`src/sv/cts_pkg.sv`:
```
// Shared types, command codes and calendar constants for the calendar time stepper.
`timescale 1ns / 1ps

package cts_pkg;

	// Calendar geometry
	localparam int DAYS_PER_YEAR  = 364;
	localparam int DAYS_PER_MONTH = 28;
	localparam int DAYS_PER_WEEK  = 7;

	// Field widths
	localparam int CMD_W    = 4;
	localparam int YEAR_W   = 16;
	localparam int DAY_W    = 9;
	localparam int HOUR_W   = 5;
	localparam int MINUTE_W = 6;
	localparam int SECOND_W = 6;

	// Day sum needs one bit more than a day
	localparam int DAY_SUM_W = DAY_W + 1;

	// Season start days
	localparam logic [DAY_W-1:0] SEASON1_DAY = DAY_W'(1);
	localparam logic [DAY_W-1:0] SEASON2_DAY = DAY_W'(92);
	localparam logic [DAY_W-1:0] SEASON3_DAY = DAY_W'(183);
	localparam logic [DAY_W-1:0] SEASON4_DAY = DAY_W'(274);

	// Time-of-day limits
	localparam logic [HOUR_W-1:0]   HOUR_MAX   = HOUR_W'(23);
	localparam logic [MINUTE_W-1:0] MINUTE_MAX = MINUTE_W'(59);
	localparam logic [SECOND_W-1:0] SECOND_MAX = SECOND_W'(59);

	// Stream payload widths
	localparam int IN_DATA_W  = 48;
	localparam int OUT_DATA_W = 48;

	typedef enum logic [CMD_W-1:0] {
		CMD_NONE   = 4'd0,
		CMD_SECOND = 4'd1,
		CMD_MINUTE = 4'd2,
		CMD_HOUR   = 4'd3,
		CMD_DAY    = 4'd4,
		CMD_WEEK   = 4'd5,
		CMD_MONTH  = 4'd6,
		CMD_SEASON = 4'd7,
		CMD_YEAR   = 4'd8,
		CMD_LOAD   = 4'd9
	} cmd_t;

	// Calendar state
	typedef struct packed {
		logic [YEAR_W-1:0]   year;
		logic [DAY_W-1:0]    day;
		logic [HOUR_W-1:0]   hour;
		logic [MINUTE_W-1:0] minute;
		logic [SECOND_W-1:0] second;
	} cal_t;

	// Registered input item
	typedef struct packed {
		logic [CMD_W-1:0] command;
		cal_t             load;
	} item_t;

	// Change flags of one step
	typedef struct packed {
		logic time_touched;
		logic date_touched;
	} flags_t;

endpackage

```
`src/sv/cts_step.sv`:
```
// Next-state logic of the calendar: carries, day wrap, season jump and load clamping.
`timescale 1ns / 1ps

module cts_step (
	input  cts_pkg::cal_t   cal,
	input  cts_pkg::item_t  item,
	output cts_pkg::cal_t   cal_next,
	output cts_pkg::flags_t flags
);

	cts_pkg::cmd_t                        cmd;
	logic                                 sec_wrap;
	logic                                 min_inc;
	logic                                 min_wrap;
	logic                                 hour_inc;
	logic                                 hour_wrap;
	logic [cts_pkg::DAY_SUM_W-1:0]        day_add;
	logic [cts_pkg::DAY_SUM_W-1:0]        day_sum;
	logic                                 day_wrap;
	logic [cts_pkg::DAY_W-1:0]            day_stepped;
	logic [cts_pkg::DAY_W-1:0]            load_day;
	logic [cts_pkg::HOUR_W-1:0]           load_hour;
	logic [cts_pkg::MINUTE_W-1:0]         load_minute;
	logic [cts_pkg::SECOND_W-1:0]         load_second;

	assign cmd = cts_pkg::cmd_t'(item.command);

	// Carry chain second -> minute -> hour -> day
	assign sec_wrap  = (cmd == cts_pkg::CMD_SECOND) && (cal.second >= cts_pkg::SECOND_MAX);
	assign min_inc   = (cmd == cts_pkg::CMD_MINUTE) || sec_wrap;
	assign min_wrap  = min_inc && (cal.minute >= cts_pkg::MINUTE_MAX);
	assign hour_inc  = (cmd == cts_pkg::CMD_HOUR) || min_wrap;
	assign hour_wrap = hour_inc && (cal.hour >= cts_pkg::HOUR_MAX);

	// Days to add for day, week and month steps and for a carry out of the hour
	always_comb begin
		if (hour_wrap || cmd == cts_pkg::CMD_DAY) begin
			day_add = cts_pkg::DAY_SUM_W'(1);
		end else if (cmd == cts_pkg::CMD_WEEK) begin
			day_add = cts_pkg::DAY_SUM_W'(cts_pkg::DAYS_PER_WEEK);
		end else if (cmd == cts_pkg::CMD_MONTH) begin
			day_add = cts_pkg::DAY_SUM_W'(cts_pkg::DAYS_PER_MONTH);
		end else begin
			day_add = '0;
		end
	end

	assign day_sum     = {1'b0, cal.day} + day_add;
	assign day_wrap    = day_sum > cts_pkg::DAY_SUM_W'(cts_pkg::DAYS_PER_YEAR);
	assign day_stepped = day_wrap
		? cts_pkg::DAY_W'(day_sum - cts_pkg::DAY_SUM_W'(cts_pkg::DAYS_PER_YEAR))
		: day_sum[cts_pkg::DAY_W-1:0];

	// Load clamping
	always_comb begin
		if (item.load.day == '0) begin
			load_day = cts_pkg::SEASON1_DAY;
		end else if (item.load.day > cts_pkg::DAY_W'(cts_pkg::DAYS_PER_YEAR)) begin
			load_day = cts_pkg::DAY_W'(cts_pkg::DAYS_PER_YEAR);
		end else begin
			load_day = item.load.day;
		end
		load_hour   = (item.load.hour > cts_pkg::HOUR_MAX) ? cts_pkg::HOUR_MAX : item.load.hour;
		load_minute = (item.load.minute > cts_pkg::MINUTE_MAX)
			? cts_pkg::MINUTE_MAX : item.load.minute;
		load_second = (item.load.second > cts_pkg::SECOND_MAX)
			? cts_pkg::SECOND_MAX : item.load.second;
	end

	// Next calendar value
	always_comb begin
		cal_next = cal;
		case (cmd)
			cts_pkg::CMD_SECOND, cts_pkg::CMD_MINUTE, cts_pkg::CMD_HOUR,
			cts_pkg::CMD_DAY, cts_pkg::CMD_WEEK, cts_pkg::CMD_MONTH: begin
				if (cmd == cts_pkg::CMD_SECOND) begin
					cal_next.second = sec_wrap ? '0 : cal.second + 1'b1;
				end
				if (min_inc) begin
					cal_next.minute = min_wrap ? '0 : cal.minute + 1'b1;
				end
				if (hour_inc) begin
					cal_next.hour = hour_wrap ? '0 : cal.hour + 1'b1;
				end
				if (day_add != '0) begin
					cal_next.day = day_stepped;
					if (day_wrap) begin
						cal_next.year = cal.year + 1'b1;
					end
				end
			end
			cts_pkg::CMD_SEASON: begin
				cal_next.hour   = '0;
				cal_next.minute = '0;
				cal_next.second = '0;
				if (cal.day < cts_pkg::SEASON2_DAY) begin
					cal_next.day = cts_pkg::SEASON2_DAY;
				end else if (cal.day < cts_pkg::SEASON3_DAY) begin
					cal_next.day = cts_pkg::SEASON3_DAY;
				end else if (cal.day < cts_pkg::SEASON4_DAY) begin
					cal_next.day = cts_pkg::SEASON4_DAY;
				end else begin
					cal_next.day  = cts_pkg::SEASON1_DAY;
					cal_next.year = cal.year + 1'b1;
				end
			end
			cts_pkg::CMD_YEAR: begin
				cal_next.year = cal.year + 1'b1;
			end
			cts_pkg::CMD_LOAD: begin
				cal_next.year   = item.load.year;
				cal_next.day    = load_day;
				cal_next.hour   = load_hour;
				cal_next.minute = load_minute;
				cal_next.second = load_second;
			end
			default: begin
				cal_next = cal;
			end
		endcase
	end

	// Change flags
	always_comb begin
		flags.time_touched = cmd inside {cts_pkg::CMD_SECOND, cts_pkg::CMD_MINUTE,
			cts_pkg::CMD_HOUR, cts_pkg::CMD_SEASON, cts_pkg::CMD_LOAD};
		flags.date_touched = hour_wrap || (cmd inside {cts_pkg::CMD_DAY, cts_pkg::CMD_WEEK,
			cts_pkg::CMD_MONTH, cts_pkg::CMD_SEASON, cts_pkg::CMD_YEAR, cts_pkg::CMD_LOAD});
	end

endmodule

```
`src/sv/calendar_time_stepper.sv`:
```
// Top level of the calendar time stepper: input register, calendar state and result register.
//
//  channel | dir | payload (tdata, lowest bit first)
//  --------+-----+------------------------------------------------------------------
//  s_*     | in  | command[3:0] load_year[19:4] load_day[28:20] load_hour[33:29]
//          |     | load_minute[39:34] load_second[45:40], zero fill to 48 bits
//  m_*     | out | cur_year[15:0] cur_day[24:16] cur_hour[29:25] cur_minute[35:30]
//          |     | cur_second[41:36] time_touched[42] date_touched[43], zero fill
//
// Each transfer passes from s_ to m_ through the input register, then through the calendar
// step logic into the result register. One transfer per cycle is sustained while m_tready
// stays high; the calendar register is updated as the item moves into the result register.
// Reset sets the calendar to year 1, day 1, 00:00:00 and empties both registers.
// A stall on m_tready holds the result; the input register still takes a transfer while
// the result register is full, then s_tready drops until the result is taken.
`timescale 1ns / 1ps

module calendar_time_stepper (
	input  logic                             clk,
	input  logic                             arst_n,
	input  logic                             s_tvalid,
	output logic                             s_tready,
	// command, load_year, load_day, load_hour, load_minute, load_second, zero fill
	input  logic [cts_pkg::IN_DATA_W-1:0]    s_tdata,
	output logic                             m_tvalid,
	input  logic                             m_tready,
	// cur_year, cur_day, cur_hour, cur_minute, cur_second, time_touched, date_touched, fill
	output logic [cts_pkg::OUT_DATA_W-1:0]   m_tdata
);

	localparam int OUT_USED_W = $bits(cts_pkg::cal_t) + 2;

	logic            valid_s1;
	cts_pkg::item_t  item_s1;
	cts_pkg::cal_t   cal_q;
	cts_pkg::cal_t   cal_next;
	cts_pkg::flags_t flags;
	cts_pkg::cal_t   res_cal_q;
	cts_pkg::flags_t res_flags_q;
	logic            res_valid_q;
	logic            advance;

	// Stage 1 moves on when the result register is free or being emptied
	assign advance  = valid_s1 && (!res_valid_q || m_tready);
	assign s_tready = !valid_s1 || advance;

	// Input register
	always_ff @(posedge clk or negedge arst_n) begin
		if (!arst_n) begin
			valid_s1 <= 1'b0;
		end else if (s_tready) begin
			valid_s1 <= s_tvalid;
		end
	end

	always_ff @(posedge clk) begin
		if (s_tready && s_tvalid) begin
			item_s1.command     <= s_tdata[3:0];
			item_s1.load.year   <= s_tdata[19:4];
			item_s1.load.day    <= s_tdata[28:20];
			item_s1.load.hour   <= s_tdata[33:29];
			item_s1.load.minute <= s_tdata[39:34];
			item_s1.load.second <= s_tdata[45:40];
		end
	end

	// Calendar step
	cts_step u_step (
		.cal      (cal_q),
		.item     (item_s1),
		.cal_next (cal_next),
		.flags    (flags)
	);

	// Calendar state
	always_ff @(posedge clk or negedge arst_n) begin
		if (!arst_n) begin
			cal_q.year   <= cts_pkg::YEAR_W'(1);
			cal_q.day    <= cts_pkg::SEASON1_DAY;
			cal_q.hour   <= '0;
			cal_q.minute <= '0;
			cal_q.second <= '0;
		end else if (advance) begin
			cal_q <= cal_next;
		end
	end

	// Result register
	always_ff @(posedge clk or negedge arst_n) begin
		if (!arst_n) begin
			res_valid_q <= 1'b0;
		end else if (advance) begin
			res_valid_q <= 1'b1;
		end else if (m_tready) begin
			res_valid_q <= 1'b0;
		end
	end

	always_ff @(posedge clk) begin
		if (advance) begin
			res_cal_q   <= cal_next;
			res_flags_q <= flags;
		end
	end

	assign m_tvalid = res_valid_q;
	assign m_tdata  = {
		(cts_pkg::OUT_DATA_W - OUT_USED_W)'(0),
		res_flags_q.date_touched,
		res_flags_q.time_touched,
		res_cal_q.second,
		res_cal_q.minute,
		res_cal_q.hour,
		res_cal_q.day,
		res_cal_q.year
	};

endmodule
```
`config.mk`:
```
export PLATFORM = sky130hd
export DESIGN_NAME = calendar_time_stepper
export DESIGN_NICKNAME = d
export VERILOG_FILES = /design/src/sv/cts_pkg.sv /design/src/sv/cts_step.sv /design/src/sv/calendar_time_stepper.sv
export SDC_FILE = /design/constraint.sdc
export NUM_CORES = 1
export LEC_CHECK = 0
export BUFFER_PORTS_ARGS = -buffer_cell sky130_fd_sc_hd__clkbuf_2
export CAP_MARGIN = 40
export CORE_MARGIN = 1.5
export CORE_UTILIZATION = 55
export DETAILED_ROUTE_END_ITERATION = 6
export PLACE_DENSITY = 0.85
export RECOVER_POWER = 100
export SLEW_MARGIN = 20
export SYNTH_ARGS = -nofsm -noshare
export SYNTH_HDL_FRONTEND = slang
export SYNTH_SLANG_ARGS = --single-unit
export TNS_END_PERCENT = 20
```
`constraint.sdc`:
```
create_clock -name clk -period 5.65 [get_ports clk]
set_clock_uncertainty 0.2 [all_clocks]
set_input_delay 0.2825 -clock clk [delete_from_list [all_inputs] [get_ports clk]]
set_output_delay 0.2825 -clock clk [all_outputs]
set_load 0.03 [all_outputs]
```
==> flow_summary.toml, run 1 <==
[status]
status = "complete, but fails checks"
violations = "DRC, capacitance limit, slew limit"

[detailed_routing]
drt-total-wl_mm = 19.5
drtIter0Drc = 691
first_pass_iters = 7
routedWlPerCell_um = 18.4
vias = 6637
via_per_inst = 6.27
antenna_left = 0
drc = 5

[clock_tree]
cts.clk_slew.worst_paths_ps = 60
cts_tree = "done"
cts_hold_buf = 50
clk_latency_ps = 430
post-cts-setup-buffers = 0
cts_resized = 0
cts-root-buf = "clkbuf_16"
cts.htree.levels = 4
clock-sinks = 134
cts_buffers = 17
clk_path_buf_depth = 2

[grt]
grt_pass1_wl_mm = 31.5
grt_util_met2 = 0.456
grt_busiest_layer = "met2"
use_met1 = 0.375
grt_max_degree = 45
antenna_found_initial = 0
grt_overflow = 0
groute.usage.overall = 0.286
grt_util_met3 = 0.0699
first_global_vias = 6347

[pwr]
power.share.combinational = 0.270
p_leak_uw = 0.00352
p_int_uw = 2290
swShare = 0.346
vdd_drop_max_mv = 0.240
power_density_nw_per_um2 = 388
pwr-share-seq = 0.404
clkPwrFrac = 0.325
netSwitchingPower_uw = 1210

[die]
fp.dieH_um = 119
ios = 102
design.die.area_um2 = 14200
start_util = 0.563
coreArea_um2 = 13200
die_w_um = 119
fp-row-count = 42

[placed_design]
pre_cts_ws_ps = 1080
gp_congestion = 0.913
hpwl_mm = 12.3
io_buffers = 95

[critical_path]
worstSetupStartpointType = "register"
path_common_cell = "o21ai_0"
crit_slowest_cell = "o21ai_0"
slowest_delay_ps = 490
required_ps = 5610
worst-path-buf-inv = 1
worstSetupEndpointType = "register"
reg2reg_slack_ps = 840
worstPathArrival_ps = 4770
path_cells = "ha_1 -> o2111a_1 -> and3_1 -> o21ai_0 -> o21ai_0 -> ha_1 -> inv_1 -> fa_1 -> nor2b_1 -> nor4_1 -> o21a_1 -> o21ai_0 -> a211oi_1 -> a221o_1 -> xnor2_1 -> a21oi_1"
crit_path_start = "cal_q[0]"
critPathTopFamily = "compound AO/OA/AOI/OAI gates"
r2r_start = "cal_q[0]"
critPathKind = "register to register"
cp_max_fo = 5

[timing]
slew_violations = 139
relSlewSlack = -0.807
fin_crit_sh = 0.851
fin_crit_ps = 4810
tightest_slew_ps = 2710
max_clock_freq_mhz = 208
fin_setup_tns_ps = 0
finalHoldViolations = 0
setup_ws_ps = 839
setup_viol = 0
rsz0062_at_grt = "no"

[hold_path]
hold_path.class = "register to register"
hold_start = "valid_s1"

[cells_and_area]
antennaDiodeCount = 0
nFillCells = 1018
final_layout_size_suffix_gt1_frac = 0.125
areaGrowthSynthToFinish_pct = 21.7
nNetsFinal = 931

[logic_synthesis]
ys_seq_area_frac = 0.513
syn_area_um2 = 7420
synthArstFlopShare = 0.328
ys_ff_latch = 134
yosys_warnings = 0
ys_types = 87
avgSynthCellArea_um2 = 10.2
synth-edff-count = 90
yosys_most_used_dff = "edfxtp_1"
synthCells = 729

[flow_run]
max_cap_violations = 4
-- layout make-up --
type                       count  area (µm²)  area share
sequential                   134        3810       0.421
multi-input combinational    541        3350       0.371
timing repair buffer         154         962       0.107
clock buffer                  21         460      0.0510
tap                          176         220      0.0244
clock inverter                11         150      0.0166
inverter                      22        82.6     0.00914
-- cell usage in the layout (no fill, tap or decap), drive strengths merged, types with 7 or more instances in the layout --
cell         Yosys  layout
dlygate4sd3      0      50
dfrtp           42      42
a211oi           8       8
edfxtp          90      90
nand4           10      10
a221o            9       9
clkbuf          18     121
a221oi           8       8
xnor2            8       8
a21oi           59      59
ha               8       8
o21ai           53      53
o21a             9       9
o31ai           10      10
a31oi           18      18
nor3            15      15
o22ai           18      18
o211ai           7       7
nand2           95      95
nand2b          16      16
nor2            45      45
xor2             7       7
inv             21      22
and2            10      10
nand3           19      19
nor2b            9       9
and3             7       7
-- cells in the mapped netlist (4+ instances only) --
master	instances	area (µm²)
nand2_1	94	353
nor2_1	45	169
a211oi_1	4	30.0
edfxtp_1	90	2700
clkbuf_1	18	67.6
a21o_1	6	45.0
ha_1	8	100
a22oi_1	6	45.0
xnor2_1	8	70.1
o21ai_1	15	75.1
a31oi_1	18	113
and3_1	7	43.8
nand2b_1	16	100
nor2b_1	9	56.3
nor3_1	13	65.1
buf_2	8	40.0
xor2_1	7	61.3
o211ai_1	5	37.5
o31ai_1	10	75.1
mux2i_1	4	40.0
o2bb2ai_1	4	35.0
nand4_1	10	62.6
and2_1	9	56.3
buf_4	5	37.5
o21ai_0	38	190
o21a_1	8	60.1
a211o_1	5	43.8
o22ai_1	17	106
a221o_1	9	90.1
a221oi_1	8	70.1
inv_1	21	78.8
a21oi_1	55	275
a41oi_1	4	35.0
dfrtp_1	42	1050
mux2_2	6	67.6
nand3_1	19	95.1
-- per-stage QoR --
step | hold WS (ps) | cells | total power [µW] | cell area, µm² | util
finish | 333 | 1059 | 3500 | 9030 | 0.685
global route | 349 | 1059 | 3660 | 9030 | 0.685
CTS | 296 | 1059 | 3500 | 9170 | 0.696
detailed placement | 226 | 977 | 2340 | 8060 | 0.611
global placement | 220 | 974 | 2310 | 8010 | 0.607
floorplan | -213 | 732 | 2100 | 7430 | -
-- kinds of logic after synthesis --
group / share of synthesized area
compound gates: 0.241
other cells: 0.000505
mux: 0.0145
simple gates: 0.164
buf+inv: 0.0337
fa+ha+maj: 0.0162
xor+xnor: 0.0177
flops: 0.513
-- sequential cells by signal, summed over array words and instances (netlist names) --
name      count
cal_q        42
item_s1      46
m_tdata      44
m_tvalid      1
valid_s1      1
-- power groups by stage --
| stage | clock [µW] | combinational [µW] | sequential (µW) |
|---|---|---|---|
| after detailed placement | 0 | 921 | 1420 |
| after CTS | 1140 | 956 | 1410 |
| after floorplan | 0 | 672 | 1430 |
| after global placement | 0 | 889 | 1420 |
| after global routing | 1190 | 1030 | 1440 |
| final | 1140 | 947 | 1420 |
-- final timing paths --
kind,to,depth (start not counted)
setup / recovery,m_tdata[23],16
hold / removal,m_tvalid,1
setup reg to reg,m_tdata[23],16
hold reg to reg,m_tvalid,1
max in group asynchronous,cal_q[34],3
min in group asynchronous,cal_q[9],3
-- per-layer routing --
metal,wire [µm],vias to the layer above
met3,1850,55
met1,7740,3139
met5,0,-
li1,-,3064
met4,563,0
met2,9320,379
No activity file was read; power rests on OpenSTA's default activity.
==> inputs of run 2 (changes only) <==
- CAP_MARGIN: 40 -> 15
- PLACE_DENSITY: 0.85 -> 0.82
==> flow_summary.toml, run 2 (synthesized netlist as in run 1, its figures left out) <==
[timing]
finalHoldViolations = 0
fin_setup_tns_ps = 0
rsz0062_at_grt = "no"
setup_viol = 0
slew_violations = 134
relSlewSlack = -1.09
fin_crit_sh = 0.886
fin_crit_ps = 5000
tightest_slew_ps = 3130
max_clock_freq_mhz = 200

[status]
violations = "capacitance limit, slew limit"
status = "complete, but fails checks"

[clock_tree]
cts_tree = "done"
cts_resized = 0
cts.clk_slew.worst_paths_ps = 60
cts-root-buf = "clkbuf_16"
cts.htree.levels = 4
clk_path_buf_depth = 2
clk_latency_ps = 430
clock-sinks = 134
cts_buffers = 17
post-cts-setup-buffers = 0

[grt]
grt_overflow = 0
antenna_found_initial = 0
first_global_vias = 6633
groute.usage.overall = 0.292
grt_max_degree = 47
grt_pass1_wl_mm = 32.1

[detailed_routing]
routedWlPerCell_um = 19.0
antenna_left = 0
drt-total-wl_mm = 20.1
drc = 0
vias = 6643
first_pass_iters = 5
via_per_inst = 6.29
drtIter0Drc = 759

[hold_path]
hold_path.class = "register to register"
hold_path_depth = 1
hold-path-endpoint = "m_tvalid"
hold_start = "valid_s1"

[die]
coreArea_um2 = 13200
start_util = 0.563
design.die.area_um2 = 14200
fp-row-count = 42
die_w_um = 119
ios = 102
fp.dieH_um = 119

[critical_path]
required_ps = 5620
r2r_start = "cal_q[6]"
cp_max_fo = 10
critPathKind = "register to register"
worstPathArrival_ps = 4970
reg2reg_slack_ps = 650
timing.rr.end = "m_tdata[12]"
r2r_cells = 14
worstSetupStartpointType = "register"
worstSetupEndpointType = "register"

[cells_and_area]
mostFrequentLayoutCell = "nand2_1"
layout_common_cells = "94 x nand2_1, 90 x edfxtp_1, 55 x a21oi_1, 55 x clkbuf_1, 50 x dlygate4sd3_1"
final_cell_count_no_fill = 1056
nNetsFinal = 928
largest_reg_flops = 46
nFillCells = 989
antennaDiodeCount = 0
top_register = "item_s1"
final_layout_size_suffix_gt1_frac = 0.119
areaGrowthSynthToFinish_pct = 21.3

[flow_run]
max_cap_violations = 3

[placed_design]
hpwl_mm = 12.6
dp_cells = 974
gp_congestion = 0.936
io_buffers = 95

[pwr]
vdd_drop_max_mv = 0.276
power_density_nw_per_um2 = 386
p_leak_uw = 0.00349
-- run 2: power breakdown --
part | switching [µW] | leakage [µW] | internal (µW)
Sequential | 188 | 0.00143 | 1230
Clock | 422 | 0.000280 | 690
Combinational | 604 | 0.00179 | 346
-- run 2: critical path, cell delays in order, from the launching register on --
cell       delay [ps]
dfrtp_1           420
ha_1              260
o2111a_1          290
o21a_1            210
o21ai_0           340
o21ai_0           220
ha_1              260
a211oi_1          570
o21ai_0           190
a2bb2oi_1         310
o21ai_0           240
a211oi_4          580
nor2_1            220
a41oi_1           280
o21ai_0           130
-- run 2: routing by layer --
| layer | global-route usage | wire length [µm] |
|---|---|---|
| met1 | 0.358 | 8070 |
| met3 | 0.0718 | 1640 |
| met4 | 0.133 | 471 |
| met5 | 0 | 0 |
| met2 | 0.489 | 9870 |
-- run 2: layout make-up --
cell class | instances | area [µm²] | area share
clock buffer | 19 | 433 | 0.0481
clock inverter | 13 | 156 | 0.0174
timing repair buffer | 151 | 947 | 0.105
sequential | 134 | 3810 | 0.423
multi-input combinational | 541 | 3360 | 0.373
tap | 176 | 220 | 0.0245
inverter | 22 | 82.6 | 0.00917
-- run 2: repair_timing --
action	CTS	global route
hold buffers	50	0
endpoints found under the hold margin	90	0
setup endpoints to repair	0	0
-- run 2: stage by stage --
stage / power [µW] / utilization / worst slack (ps) / hold WS [ps] / cell area [µm²]
3_5_place_dp: 2350 / 0.607 / 992 / 233 / 8010
3_3_place_gp: 2310 / 0.607 / 1110 / 227 / 8010
5_1_grt: 3630 / 0.683 / 369 / 329 / 9000
2_1_floorplan: 2100 / - / 1650 / -213 / 7430
6_report: 3480 / 0.683 / 646 / 293 / 9000
4_1_cts: 3480 / 0.690 / 990 / 293 / 9100
-- run 2: worst max-delay path by stage --
stage / from / end / slack, ps / depth (start not counted)
final: cal_q[6] / m_tdata[12] / 650 / 14
after global routing: cal_q[0] / m_tdata[12] / 370 / 14
after CTS: cal_q[6] / m_tdata[14] / 990 / 16
after detailed placement: cal_q[6] / m_tdata[14] / 990 / 16
after global placement: cal_q[0] / m_tdata[14] / 1110 / 16
after floorplan: cal_q[0] / m_tdata[14] / 1650 / 14
==> inputs of run 3 (changes only) <==
- SYNTH_HIERARCHICAL: unset -> 1
==> flow_summary.toml, run 3 <==
[critical_path]
crit_slowest_cell = "dfrtp_1"
timing.rr.end = "cal_q[38]"
required_ps = 5800
slowest_delay_ps = 420
path_cells = "ha_1 -> o2111a_1 -> nand3_1 -> a211oi_2 -> a21o_1 -> ha_1 -> inv_1 -> fa_1 -> xnor2_1 -> ha_1 -> a21boi_0 -> o2bb2ai_1 -> o211a_1 -> o21ai_4 -> a41oi_1 -> a211oi_1 -> mux2_4"
r2r_start = "cal_q[1]"
worst-path-buf-inv = 1
endpoint = "cal_q[38]"
reg2reg_slack_ps = 390
critPathKind = "register to register"
path_common_cell = "ha_1"
worstSetupEndpointType = "register"
r2r_cells = 17
cp_max_fo = 10
worst-path-stages = 17
critPathTopFamily = "compound AO/OA/AOI/OAI gates"
crit_path_start = "cal_q[1]"
worstPathArrival_ps = 5410
worstSetupStartpointType = "register"

[timing]
slew_violations = 116
fin_crit_ps = 5260
fin_crit_sh = 0.931
tightest_slew_ps = 3160
relSlewSlack = -1.11
finalHoldViolations = 0
max_clock_freq_mhz = 190
whs_ps = 354
rsz0062_at_grt = "no"
setup_viol = 0
fin_setup_tns_ps = 0

[clock_tree]
clk_latency_ps = 420
post-cts-setup-buffers = 0
cts.clk_slew.worst_paths_ps = 60
cts-root-buf = "clkbuf_16"
cts_tree = "done"
clock-sinks = 134
cts_buffers = 17
cts.htree.levels = 4
clk_path_buf_depth = 2

[cells_and_area]
top_register = "item_s1"
seq_area_um2 = 3810
nFillCells = 1024
areaGrowthSynthToFinish_pct = 18.8
multiInputGateArea_um2 = 3240
nNetsFinal = 866
final_cell_area_um2 = 8870
largest_reg_flops = 46
layout_common_cells = "90 x edfxtp_1, 56 x nand2_1, 53 x clkbuf_1, 50 x dlygate4sd3_1, 46 x a21oi_1"
final_layout_size_suffix_gt1_frac = 0.130
mostFrequentLayoutCell = "edfxtp_1"

[logic_synthesis]
yosys_most_used_dff = "edfxtp_1"
synth-edff-count = 90
ys_ff_latch = 134
synth.most_common_cell = "edfxtp_1"
syn_area_um2 = 7470
ys_seq_area_frac = 0.510
ys_types = 80
synthCells = 671
synthArstFlopShare = 0.328
synth_top_cell_area_share = 0.362
yosysTopAreaCell = "edfxtp_1"
avgSynthCellArea_um2 = 11.1
synth_area_leaders = "edfxtp_1 36%, dfrtp_1 14%, mux2_4 7.8%"
yosys-top-cells-count = "90 x edfxtp_1, 56 x nand2_1, 46 x a21oi_1"
yosys_warnings = 6

[detailed_routing]
via_per_inst = 6.42
route.met2.wl_mm = 9.97
wl_met3_mm = 1.82
met1Wirelength_mm = 8.11
drt-total-wl_mm = 20.5
drc = 0
routedWlPerCell_um = 20.6
top_layer_used = "met4"
antenna_left = 0
vias = 6399
first_pass_iters = 6
drtIter0Drc = 934

[die]
ios = 102
die_w_um = 120
coreArea_um2 = 13200
start_util = 0.564
fp.dieH_um = 120
design.die.area_um2 = 14300
fp-row-count = 42

[status]
violations = "capacitance limit, slew limit"
status = "complete, but fails checks"

[pwr]
power_density_nw_per_um2 = 428
vdd_drop_max_mv = 0.323
power.total_uw = 3800
p_leak_uw = 0.00348

[grt]
groute.usage.overall = 0.292
grt_pass1_wl_mm = 32.4
grt_max_degree = 47
antenna_found_initial = 1
grt_overflow = 0
first_global_vias = 6316

[placed_design]
io_buffers = 95
dpl_cell_area_um2 = 8010
gp_congestion = 0.926
hpwl_mm = 12.5

[flow_run]
max_cap_violations = 3

[hold_path]
hold_path.class = "register to register"
==> run 3: per-layer routing <==
metal  GRT usage  up-vias
met2       0.484      441
li1            -     2853
met5           0        -
met1       0.379     3037
met3      0.0585       68
met4       0.117        0
==> run 3: cell families after synthesis <==
kind of cell / synth area share
AO/OA/AOI/OAI: 0.201
XOR/XNOR: 0.00704
adder cells (fa/ha/maj): 0.0161
buffers and inverters: 0.0395
flip-flops: 0.510
multiplexers: 0.0884
other: 0.000502
AND/OR/NAND/NOR: 0.138
==> run 3: layout make-up <==
type	count	share of cell area
clock inverter	14	0.0152
inverter	21	0.00889
tap	176	0.0248
sequential	134	0.429
antenna	2	0.000564
timing repair buffer	151	0.107
clock buffer	18	0.0495
multi-input combinational	480	0.365
==> run 3: worst min-delay path by stage <==
stage | from | to | slack (ps) | cells past startpoint
2_1_floorplan | arst_n | cal_q[0] | -210 | 0
3_3_place_gp | arst_n | cal_q[11] | 220 | 2
3_5_place_dp | arst_n | cal_q[13] | 230 | 2
4_1_cts | arst_n | cal_q[25] | 330 | 3
5_1_grt | s_tdata[11] | item_s1[33] | 370 | 2
6_report | cal_q[16] | cal_q[16] | 350 | 1
==> run 3: power by group <==
group | total (µW) | leakage, µW | internal, µW | switching, µW
combinational | 1160 | 0.00176 | 443 | 712
sequential | 1560 | 0.00144 | 1290 | 270
clock | 1080 | 0.000274 | 655 | 425
total | 3800 | 0.00348 | 2390 | 1410
==> run 3: metrics by stage <==
stage,cells,utilization,worst slack (ps)
after floorplan,674,-,1210
after CTS,994,0.686,396
final,996,0.670,391
after global placement,912,0.605,563
after global routing,995,0.670,97.7
after detailed placement,912,0.605,455
==> run 3: repair_timing <==
item,CTS,global route
hold endpoints to repair,90,0
setup endpoints to repair,0,14
hold buffers,50,0
resized for setup,0,2
